File: config.mk
export PLATFORM = sky130hd
export DESIGN_NAME = mecanum_wheel_setpoint_filter_top
export DESIGN_NICKNAME = d
export VERILOG_FILES = /design/src/hdl/mwsf_pkg.sv /design/src/hdl/mecanum_wheel_setpoint_filter_top.sv /design/src/hdl/mwsf_mult.sv /design/src/hdl/mwsf_ctrl.sv
export SDC_FILE = /design/constraint.sdc
export NUM_CORES = 2
export LEC_CHECK = 0
export ABC_CLOCK_PERIOD_IN_PS = 17200
export BUFFER_PORTS_ARGS = -buffer_cell sky130_fd_sc_hd__buf_2
export CAP_MARGIN = 10
export CORE_MARGIN = 8
export CORE_UTILIZATION = 65
export CTS_BUF_LIST = sky130_fd_sc_hd__clkbuf_4 sky130_fd_sc_hd__clkbuf_8 sky130_fd_sc_hd__clkbuf_16
export DETAILED_ROUTE_END_ITERATION = 7
export GPL_ROUTABILITY_DRIVEN = 0
export PLACE_DENSITY = 0.8
export RECOVER_POWER = 25
export SYNTH_ARGS = -nofsm -noshare
export SYNTH_HDL_FRONTEND = slang
export SYNTH_SLANG_ARGS = --single-unit
File: constraint.sdc
create_clock -name i_clk -period 17.2 [get_ports i_clk]
set_clock_uncertainty 0.05 [all_clocks]
set_input_delay 1.72 -clock i_clk [delete_from_list [all_inputs] [get_ports i_clk]]
set_output_delay 1.72 -clock i_clk [all_outputs]
set_load 0.005 [all_outputs]
File: src/hdl/mwsf_pkg.sv
// shared types, constants and helpers of the mecanum wheel setpoint filter
`default_nettype none

package mwsf_pkg;

    localparam int WHEEL_COUNT = 4;
    localparam int WHEEL_W     = $clog2(WHEEL_COUNT);
    localparam int IN_W        = 16;
    localparam int TGT_W       = 24;
    localparam int COEF_W      = 17;
    localparam int ALPHA_W     = 17;
    localparam int RADIUS_W    = 16;
    localparam int CFG_IDX_W   = 1;
    localparam int CFG_DATA_W  = 17;
    localparam int MUL_A_W     = 26;
    localparam int MUL_B_W     = 18;
    localparam int MUL_P_W     = MUL_A_W + MUL_B_W;
    localparam int ACC_W       = 52;
    localparam int VL_W        = 17;
    localparam int NEW_SHIFT   = 24;
    localparam int ALPHA_SHIFT = 16;
    localparam int STEP_W      = MUL_P_W - ALPHA_SHIFT;
    localparam int SUM_W       = TGT_W + 5;
    localparam int DIFF_W      = TGT_W + 1;

    localparam logic [CFG_IDX_W-1:0] CFG_ALPHA  = 1'b0;
    localparam logic [CFG_IDX_W-1:0] CFG_RADIUS = 1'b1;

    localparam logic [ALPHA_W-1:0]  ALPHA_RST  = 17'd65536;
    localparam logic [RADIUS_W-1:0] RADIUS_RST = 16'd6400;

    localparam logic signed [TGT_W-1:0] TGT_MAX = 24'sh7FFFFF;
    localparam logic signed [TGT_W-1:0] TGT_MIN = -24'sh800000;

    // per wheel: cos(phi), sin(phi), x*sin(phi) - y*cos(phi) in Q.16
    localparam logic signed [COEF_W-1:0] COEF [WHEEL_COUNT][3] = '{
        '{-17'sd63954,  17'sd14314,  17'sd25121},
        '{-17'sd387,   -17'sd65535, -17'sd4900},
        '{ 17'sd57507,  17'sd31431, -17'sd9413},
        '{-17'sd35784, -17'sd54904, -17'sd12253}
    };

    typedef enum logic [1:0] {
        ST_IDLE,
        ST_RUN,
        ST_DRAIN
    } t_state;

    typedef enum logic [3:0] {
        STP_MUL_F,
        STP_MUL_S,
        STP_MUL_W,
        STP_ACC_W,
        STP_MUL_VL,
        STP_MUL_VH,
        STP_ACC_SCL,
        STP_RND_NEW,
        STP_SUB_DIF,
        STP_MUL_ALPHA,
        STP_RND_STEP,
        STP_UPD_TGT
    } t_step;

    typedef struct packed {
        logic               active;
        t_step              step;
        logic [WHEEL_W-1:0] wheel;
        logic               load_out;
    } t_seq;

    function automatic logic signed [TGT_W-1:0] sat24(input logic signed [SUM_W-1:0] x);
        logic signed [TGT_W-1:0] r;
        if (x > SUM_W'(TGT_MAX)) begin
            r = TGT_MAX;
        end else if (x < SUM_W'(TGT_MIN)) begin
            r = TGT_MIN;
        end else begin
            r = x[TGT_W-1:0];
        end
        return r;
    endfunction

endpackage

`default_nettype wire

File: src/hdl/mecanum_wheel_setpoint_filter_top.sv
// top level of the mecanum wheel setpoint filter: datapath, config and stream ports
//
//  channel | direction | handshake                   | payload
//  s       | in        | i_s_tvalid / o_s_tready     | i_s_tdata: forward, sideways, turn
//  m       | out       | o_m_tvalid / i_m_tready     | o_m_tdata: wheel0..wheel3 targets
//  cfg     | in        | i_cfg_valid / o_cfg_ready   | i_cfg_index, i_cfg_data
//
// one command runs the steps of each wheel in turn on the single 26x18 multiplier,
// then the drain step loads the output register and the idle state takes the next
// beat; no new command is accepted until the sequencer is back in idle
// a new command is accepted while the previous result still waits on the m side;
// a stalled m side holds the block in its drain step after the next command is done
// reset is synchronous, active low: targets cleared, weight 65536, radius 6400
`default_nettype none

module mecanum_wheel_setpoint_filter_top (
    input  wire logic        i_clk,
    input  wire logic        i_rst_n,
    // command stream
    input  wire logic        i_s_tvalid,
    output logic             o_s_tready,
    input  wire logic [47:0] i_s_tdata,   // forward_speed, sideways_speed, turn_rate
    // result stream
    output logic             o_m_tvalid,
    input  wire logic        i_m_tready,
    output logic [95:0]      o_m_tdata,   // wheel0_target .. wheel3_target
    // config write
    input  wire logic        i_cfg_valid,
    output logic             o_cfg_ready,
    input  wire logic [mwsf_pkg::CFG_IDX_W-1:0]  i_cfg_index,
    input  wire logic [mwsf_pkg::CFG_DATA_W-1:0] i_cfg_data
);

    // config registers
    logic [mwsf_pkg::ALPHA_W-1:0]  r_alpha;
    logic [mwsf_pkg::RADIUS_W-1:0] r_radius;

    // latched command
    logic signed [mwsf_pkg::IN_W-1:0] r_fwd, r_side, r_turn;

    // working registers
    logic signed [mwsf_pkg::ACC_W-1:0]  r_acc;
    logic signed [mwsf_pkg::TGT_W-1:0]  r_fresh;
    logic signed [mwsf_pkg::DIFF_W-1:0] r_diff;
    logic signed [mwsf_pkg::STEP_W-1:0] r_stp;
    logic signed [mwsf_pkg::TGT_W-1:0]  r_tgt [mwsf_pkg::WHEEL_COUNT];

    // output register
    logic        r_out_valid;
    logic [95:0] r_out_data;

    logic signed [mwsf_pkg::MUL_A_W-1:0] mul_a;
    logic signed [mwsf_pkg::MUL_B_W-1:0] mul_b;
    logic signed [mwsf_pkg::MUL_P_W-1:0] mul_p;
    logic signed [mwsf_pkg::ACC_W-1:0]   acc_rnd;
    logic signed [mwsf_pkg::MUL_P_W-1:0] prod_rnd;
    logic signed [mwsf_pkg::TGT_W-1:0]   tgt_cur;

    mwsf_pkg::t_seq seq;
    logic           ctrl_idle;
    logic           s_accept;
    logic           out_free;

    assign s_accept   = i_s_tvalid & o_s_tready;
    assign out_free   = !r_out_valid || i_m_tready;
    assign o_s_tready = ctrl_idle;
    assign o_cfg_ready = 1'b1;

    mwsf_ctrl u_ctrl (
        .i_clk      (i_clk),
        .i_rst_n    (i_rst_n),
        .i_start    (s_accept),
        .i_out_free (out_free),
        .o_idle     (ctrl_idle),
        .o_seq      (seq)
    );

    mwsf_mult u_mult (
        .i_clk (i_clk),
        .i_a   (mul_a),
        .i_b   (mul_b),
        .o_p   (mul_p)
    );

    assign tgt_cur = r_tgt[seq.wheel];

    // operand selection for the shared multiplier
    always_comb begin
        mul_a = '0;
        mul_b = '0;
        unique case (seq.step)
            mwsf_pkg::STP_MUL_F: begin
                mul_a = mwsf_pkg::MUL_A_W'(r_fwd);
                mul_b = mwsf_pkg::MUL_B_W'(mwsf_pkg::COEF[seq.wheel][0]);
            end
            mwsf_pkg::STP_MUL_S: begin
                mul_a = mwsf_pkg::MUL_A_W'(r_side);
                mul_b = mwsf_pkg::MUL_B_W'(mwsf_pkg::COEF[seq.wheel][1]);
            end
            mwsf_pkg::STP_MUL_W: begin
                mul_a = mwsf_pkg::MUL_A_W'(r_turn);
                mul_b = mwsf_pkg::MUL_B_W'(mwsf_pkg::COEF[seq.wheel][2]);
            end
            // wheel speed times radius, low 17 bits unsigned then high part signed
            mwsf_pkg::STP_MUL_VL: begin
                mul_a = {{(mwsf_pkg::MUL_A_W - mwsf_pkg::VL_W){1'b0}},
                         r_acc[mwsf_pkg::VL_W-1:0]};
                mul_b = {{(mwsf_pkg::MUL_B_W - mwsf_pkg::RADIUS_W){1'b0}}, r_radius};
            end
            mwsf_pkg::STP_MUL_VH: begin
                mul_a = r_acc[mwsf_pkg::VL_W + mwsf_pkg::MUL_A_W - 1:mwsf_pkg::VL_W];
                mul_b = {{(mwsf_pkg::MUL_B_W - mwsf_pkg::RADIUS_W){1'b0}}, r_radius};
            end
            mwsf_pkg::STP_MUL_ALPHA: begin
                mul_a = mwsf_pkg::MUL_A_W'(r_diff);
                mul_b = {{(mwsf_pkg::MUL_B_W - mwsf_pkg::ALPHA_W){1'b0}}, r_alpha};
            end
            default: begin
                mul_a = '0;
                mul_b = '0;
            end
        endcase
    end

    // round half up at the output scale, and at the weight scale
    assign acc_rnd  = r_acc + (mwsf_pkg::ACC_W'(1) <<< (mwsf_pkg::NEW_SHIFT - 1));
    assign prod_rnd = mul_p + (mwsf_pkg::MUL_P_W'(1) <<< (mwsf_pkg::ALPHA_SHIFT - 1));

    // config writes
    always_ff @(posedge i_clk) begin
        if (!i_rst_n) begin
            r_alpha  <= mwsf_pkg::ALPHA_RST;
            r_radius <= mwsf_pkg::RADIUS_RST;
        end else if (i_cfg_valid) begin
            unique case (i_cfg_index)
                mwsf_pkg::CFG_ALPHA:  r_alpha  <= i_cfg_data;
                mwsf_pkg::CFG_RADIUS: r_radius <= i_cfg_data[mwsf_pkg::RADIUS_W-1:0];
                default: ;
            endcase
        end
    end

    // command latch
    always_ff @(posedge i_clk) begin
        if (s_accept) begin
            r_fwd  <= i_s_tdata[15:0];
            r_side <= i_s_tdata[31:16];
            r_turn <= i_s_tdata[47:32];
        end
    end

    // accumulator and per-wheel arithmetic; each step that reads the product takes that of the one before
    always_ff @(posedge i_clk) begin
        if (seq.active) begin
            unique case (seq.step)
                mwsf_pkg::STP_MUL_S:   r_acc <= mwsf_pkg::ACC_W'(mul_p);
                mwsf_pkg::STP_MUL_W:   r_acc <= r_acc + mwsf_pkg::ACC_W'(mul_p);
                mwsf_pkg::STP_ACC_W:   r_acc <= r_acc + mwsf_pkg::ACC_W'(mul_p);
                mwsf_pkg::STP_MUL_VH:  r_acc <= mwsf_pkg::ACC_W'(mul_p);
                mwsf_pkg::STP_ACC_SCL: begin
                    r_acc <= r_acc + (mwsf_pkg::ACC_W'(mul_p) <<< mwsf_pkg::VL_W);
                end
                mwsf_pkg::STP_RND_NEW: begin
                    r_fresh <= mwsf_pkg::sat24(mwsf_pkg::SUM_W'(
                        $signed(acc_rnd[mwsf_pkg::ACC_W-1:mwsf_pkg::NEW_SHIFT])));
                end
                mwsf_pkg::STP_SUB_DIF: begin
                    r_diff <= mwsf_pkg::DIFF_W'(r_fresh) - mwsf_pkg::DIFF_W'(tgt_cur);
                end
                mwsf_pkg::STP_RND_STEP: begin
                    r_stp <= $signed(prod_rnd[mwsf_pkg::MUL_P_W-1:mwsf_pkg::ALPHA_SHIFT]);
                end
                default: ;
            endcase
        end
    end

    // smoothed targets, the block's state
    always_ff @(posedge i_clk) begin
        if (!i_rst_n) begin
            for (int i = 0; i < mwsf_pkg::WHEEL_COUNT; i++) begin
                r_tgt[i] <= '0;
            end
        end else if (seq.active && seq.step == mwsf_pkg::STP_UPD_TGT) begin
            r_tgt[seq.wheel] <= mwsf_pkg::sat24(mwsf_pkg::SUM_W'(tgt_cur)
                                                + mwsf_pkg::SUM_W'(r_stp));
        end
    end

    // output register, frees the sequencer from the m side
    always_ff @(posedge i_clk) begin
        if (!i_rst_n) begin
            r_out_valid <= 1'b0;
        end else if (seq.load_out) begin
            r_out_valid <= 1'b1;
        end else if (i_m_tready) begin
            r_out_valid <= 1'b0;
        end
    end

    always_ff @(posedge i_clk) begin
        if (seq.load_out) begin
            r_out_data <= {r_tgt[3], r_tgt[2], r_tgt[1], r_tgt[0]};
        end
    end

    assign o_m_tvalid = r_out_valid;
    assign o_m_tdata  = r_out_data;

`ifndef ASSERT_OFF
    a_no_accept_busy: assert property (@(posedge i_clk) disable iff (!i_rst_n)
        seq.active |-> !o_s_tready)
        else $error("command ready while sequencer runs");

    a_load_when_free: assert property (@(posedge i_clk) disable iff (!i_rst_n)
        seq.load_out |-> (!r_out_valid || i_m_tready))
        else $error("output register overwritten while held");

    a_start_runs: assert property (@(posedge i_clk) disable iff (!i_rst_n)
        s_accept |=> (seq.active && seq.step == mwsf_pkg::STP_MUL_F && seq.wheel == '0))
        else $error("accepted command did not start the sequence");

    a_load_after_last: assert property (@(posedge i_clk) disable iff (!i_rst_n)
        (seq.active && seq.step == mwsf_pkg::STP_UPD_TGT
            && seq.wheel == mwsf_pkg::WHEEL_W'(mwsf_pkg::WHEEL_COUNT - 1))
        |=> (!seq.active && !o_s_tready))
        else $error("sequencer left the last wheel without draining");
`endif

endmodule

`default_nettype wire

File: src/hdl/mwsf_mult.sv
// shared signed multiplier with registered product
`default_nettype none

module mwsf_mult (
    input  wire logic                                i_clk,
    input  wire logic signed [mwsf_pkg::MUL_A_W-1:0] i_a,
    input  wire logic signed [mwsf_pkg::MUL_B_W-1:0] i_b,
    output logic signed      [mwsf_pkg::MUL_P_W-1:0] o_p
);

    logic signed [mwsf_pkg::MUL_P_W-1:0] r_p;

    always_ff @(posedge i_clk) begin
        r_p <= i_a * i_b;
    end

    assign o_p = r_p;

endmodule

`default_nettype wire

File: src/hdl/mwsf_ctrl.sv
// sequencer: walks the steps of each wheel and hands the result to the output
`default_nettype none

module mwsf_ctrl (
    input  wire logic           i_clk,
    input  wire logic           i_rst_n,
    input  wire logic           i_start,
    input  wire logic           i_out_free,
    output logic                o_idle,
    output mwsf_pkg::t_seq      o_seq
);

    mwsf_pkg::t_state                 r_state, n_state;
    mwsf_pkg::t_step                  r_step,  n_step;
    logic [mwsf_pkg::WHEEL_W-1:0]     r_wheel, n_wheel;
    logic                             load_out;

    always_ff @(posedge i_clk) begin
        if (!i_rst_n) begin
            r_state <= mwsf_pkg::ST_IDLE;
            r_step  <= mwsf_pkg::STP_MUL_F;
            r_wheel <= '0;
        end else begin
            r_state <= n_state;
            r_step  <= n_step;
            r_wheel <= n_wheel;
        end
    end

    always_comb begin
        n_state  = r_state;
        n_step   = r_step;
        n_wheel  = r_wheel;
        load_out = 1'b0;
        unique case (r_state)
            mwsf_pkg::ST_IDLE: begin
                if (i_start) begin
                    n_state = mwsf_pkg::ST_RUN;
                    n_step  = mwsf_pkg::STP_MUL_F;
                    n_wheel = '0;
                end
            end
            mwsf_pkg::ST_RUN: begin
                if (r_step == mwsf_pkg::STP_UPD_TGT) begin
                    n_step = mwsf_pkg::STP_MUL_F;
                    if (r_wheel == mwsf_pkg::WHEEL_W'(mwsf_pkg::WHEEL_COUNT - 1)) begin
                        n_wheel = '0;
                        n_state = mwsf_pkg::ST_DRAIN;
                    end else begin
                        n_wheel = r_wheel + 1'b1;
                    end
                end else begin
                    n_step = mwsf_pkg::t_step'(r_step + 1'b1);
                end
            end
            mwsf_pkg::ST_DRAIN: begin
                // wait until the output register can take the new beat
                if (i_out_free) begin
                    load_out = 1'b1;
                    n_state  = mwsf_pkg::ST_IDLE;
                end
            end
            default: begin
                n_state = mwsf_pkg::ST_IDLE;
            end
        endcase
    end

    assign o_idle         = (r_state == mwsf_pkg::ST_IDLE);
    assign o_seq.active   = (r_state == mwsf_pkg::ST_RUN);
    assign o_seq.step     = r_step;
    assign o_seq.wheel    = r_wheel;
    assign o_seq.load_out = load_out;

endmodule

`default_nettype wire
==> impl_metrics.csv <==
group,metric,value,unit
run_status,status,"finished, violations left",
run_status,violations_in_the_final_reports,"capacitance limit, slew limit",
sta,hold_violations,0,
worst_setup_path,reg2reg_depth,28,
die,io-pin-count,170,
clock_tree,cts_hold_buf,0,
drt,avgViaCountPerCell,6.25,
layout,post_route_cells_drive_above_1_share,9.04,%
yosys,synth.ff_latch_count,457,
clock_tree,cts-buffers-inserted,48,
clock_tree,cts.root.buffer_cell,"sky130_fd_sc_hd__clkbuf_16",
die,floorplan.core_area,62900,um^2
yosys,synth_ff_type,"sky130_fd_sc_hd__edfxtp_1",
clock_tree,cts_tree,"done",
global_route,grt.overflow.total,0,
sta,clock.fmax,96.9,MHz
sta,slew_of_the_pin_with_the_lowest_slew_margin,2.11,ns
yosys,post_synth_instance_area,41200,um^2
drt,drt_drc_violations_left,0,
drt,drt.antenna.violating_nets,0,
hold_path,worstHoldPathType,"register to register",
global_route,grt_pass1_wl,182000,um
yosys,synth_enable_flop_cells,369,
global_route,initial_antenna_violation_count,3,
clock_tree,cts.clk_slew.worst_paths,0.06,ns
die,die_area,71700,um^2
placement,detailedPlacementHpwl,90200,um
die,die_width,268,um
hold_path,worstHoldPathCells,0,
drt,num_vias,32500,
placement,io_buffers,168,
global_route,grt_max_degree,52,
worst_setup_path,worst-r2r-setup-slack,6.88,ns
sta,setup_violators_final,0,
worst_setup_path,worst-setup-path-type,"register to register",
worst_setup_path,worstReg2RegStart,"u_ctrl.r_step[0]",
drt,first_iter_violations,3736,
clock_tree,cts_resized,0,
sta,final_count_of_pins_violating_max_slew,103,
run,max_cap_viol,3,
worst_setup_path,timing.critical_path.arrival,10.82,ns
global_route,track_usage,33.0,%
worst_setup_path,timing.critical_path.fanout_max,25,
worst_setup_path,endpoint_kind,"register",
die,initial_cell_density_of_the_core,65.6,%
worst_setup_path,critPathLaunchType,"register",
yosys,synthesis.nets,4994,
hold_path,timing.hold.worst.start,"r_tgt[3][0]",
clock_tree,postCtsSetupBuffers,0,
sta,grt_setup_unrepaired,"no",
yosys,synth_async_sr_flop_share,0,%
worst_setup_path,cpPeakStageDelay,0.78,ns
layout,most-common-layout-cells,"649 x sky130_fd_sc_hd__inv_1, 495 x sky130_fd_sc_hd__nand2_1, 461 x sky130_fd_sc_hd__fa_1",
worst_setup_path,critical_path.slowest_cell,"sky130_fd_sc_hd__nor4_2",
clock_tree,cts.path.max_buffers,3,
yosys,count_of_warnings_emitted_by_yosys,0,
die,core.rowCount,92,
hold_path,whs_endpoint,"o_m_tdata[72]",
sta,timing.max_slew.rel_slack,-40.7,%
worst_setup_path,r2r-end,"u_mult.o_p[42]",
layout,fin_nets,5101,
yosys,fraction_of_the_yosys_area_taken_by_sequential_cells,31.2,%
drt,route.detailed.wl_per_inst,22.8,um
worst_setup_path,timing.critical_path.required,17.71,ns
drt,drt_wl_total,118000,um
yosys,synthCells,4202,
die,die_y,268,um
yosys,netlist-cell-type-count,83,
layout,final_common_cell,"sky130_fd_sc_hd__inv_1",
worst_setup_path,crit_top_cell,"sky130_fd_sc_hd__fa_1",
global_route,grt_pass1_vias,32300,
yosys,syn_area_per_cell,9.81,um^2
drt,drtPass1Iterations,8,
clock_tree,clk-insertion-delay-late,0.63,ns
sta,finalCriticalPeriod,10.32,ns
sta,timing.setup.tns,0,ns
clock_tree,h-tree-depth,2,
clock_tree,cts.sink_count,457,
sta,finalCritPeriodShare,60.0,%
layout,synth_to_layout_area_growth,8.41,%
-- worst max-delay path: cells and delay by family, from the launching register on --
kind	cells	cell delay, ns
adder cells (fa/ha/maj)	8	3.81
AND/OR/NAND/NOR	7	3.19
AO/OA/AOI/OAI	7	1.94
buffers and inverters	5	0.65
flip-flops	1	0.43
XOR/XNOR	1	0.17
-- synth_stat cells, drive strengths merged (6+ instances only) --
cell type / count / area (um^2)
a211oi: 16 / 125
a21boi: 47 / 353
a21o: 88 / 661
a21oi: 182 / 922
a221o: 8 / 80.1
a221oi: 11 / 109
a22oi: 63 / 473
a31o: 13 / 114
a31oi: 28 / 181
a41oi: 7 / 61.3
and2: 45 / 282
and3: 43 / 274
and4: 7 / 61.3
buf: 34 / 170
clkbuf: 128 / 480
dfxtp: 88 / 1760
edfxtp: 369 / 11100
fa: 461 / 9230
ha: 260 / 3250
inv: 650 / 2440
mux4: 24 / 541
nand2: 496 / 1860
nand2b: 37 / 231
nand3: 82 / 420
nand4: 31 / 194
nor2: 396 / 1490
nor2b: 26 / 163
nor3: 38 / 195
o2111ai: 7 / 61.3
o211ai: 10 / 80.1
o21a: 24 / 180
o21ai: 134 / 674
o21bai: 22 / 165
o221ai: 13 / 120
o31a: 6 / 61.3
o31ai: 19 / 156
or2: 9 / 56.3
or3: 10 / 62.6
xnor2: 130 / 1140
xor2: 80 / 701
-- sequential cells by signal, indices dropped and copies added, names as in the netlist, 16 cells and up, named ones only --
signal,count
r_fwd,16
u_mult.o_p,44
r_diff,25
o_m_tdata,96
r_radius,16
r_fresh,24
r_turn,16
r_side,16
r_acc,52
r_tgt,96
r_stp,28
r_alpha,17
-- per-layer routing --
metal | GRT usage [%] | routed length, um | part of all wire (%) | vias up
met4 | 18.5 | 7760 | 6.6 | 0
li1 | - | - | - | 14200
met1 | 41.8 | 42100 | 36 | 15700
met3 | 6.94 | 14100 | 12 | 483
met2 | 52.7 | 54400 | 46 | 2050
met5 | 0 | 0 | 0 | -
-- cells by family after synthesis --
| logic type | after synthesis | synth area share, % |
|---|---|---|
| compound gates | 741 | 12.1 |
| simple gates | 1232 | 13.1 |
| xor+xnor | 210 | 4.46 |
| mux | 28 | 1.41 |
| buf+inv | 812 | 7.50 |
| flops | 457 | 31.2 |
| fa+ha+maj | 721 | 30.3 |
| other cells | 1 | 0.00910 |
-- through the flow --
stage / cell area, um^2 / instances / hold WS (ns) / setup slack, ns / utilization (%)
after floorplan: 41200 / 4202 / 0.371 / 9.13 / -
after global placement: 43000 / 5104 / 0.375 / 7.38 / 68.4
after detailed placement: 43000 / 5104 / 0.379 / 7.07 / 68.4
after CTS: 44700 / 5194 / 0.363 / 7.02 / 71.1
after global routing: 44700 / 5195 / 0.358 / 6.33 / 71.1
final: 44700 / 5196 / 0.363 / 6.88 / 71.1
-- how the worst max path moves through the flow --
stage	from	end	slack (ns)	cells past startpoint
2_1_floorplan	u_ctrl.r_step[0]	u_mult.o_p[31]	9.13	32
3_3_place_gp	u_ctrl.r_step[0]	u_mult.o_p[42]	7.38	28
3_5_place_dp	u_ctrl.r_step[0]	u_mult.o_p[42]	7.07	28
4_1_cts	u_ctrl.r_step[0]	u_mult.o_p[42]	7.02	28
5_1_grt	u_ctrl.r_step[0]	u_mult.o_p[42]	6.33	28
6_report	u_ctrl.r_step[0]	u_mult.o_p[42]	6.88	28
-- final cells by class --
class                           instances  area (um^2)
Fill cell                            4544        18200
Antenna cell                            1         2.50
Inverter                              650         2440
Sequential cell                       457        12800
Timing Repair Buffer                  219         1210
Clock buffer                           62         1360
Multi-Input combinational cell       2933        25400
Tap cell                              846         1060
Clock inverter                         28          343
Power is left out: the tool's default activity adds up to more than one toggle a clock period on the data nets, which glitch-free logic cannot reach.
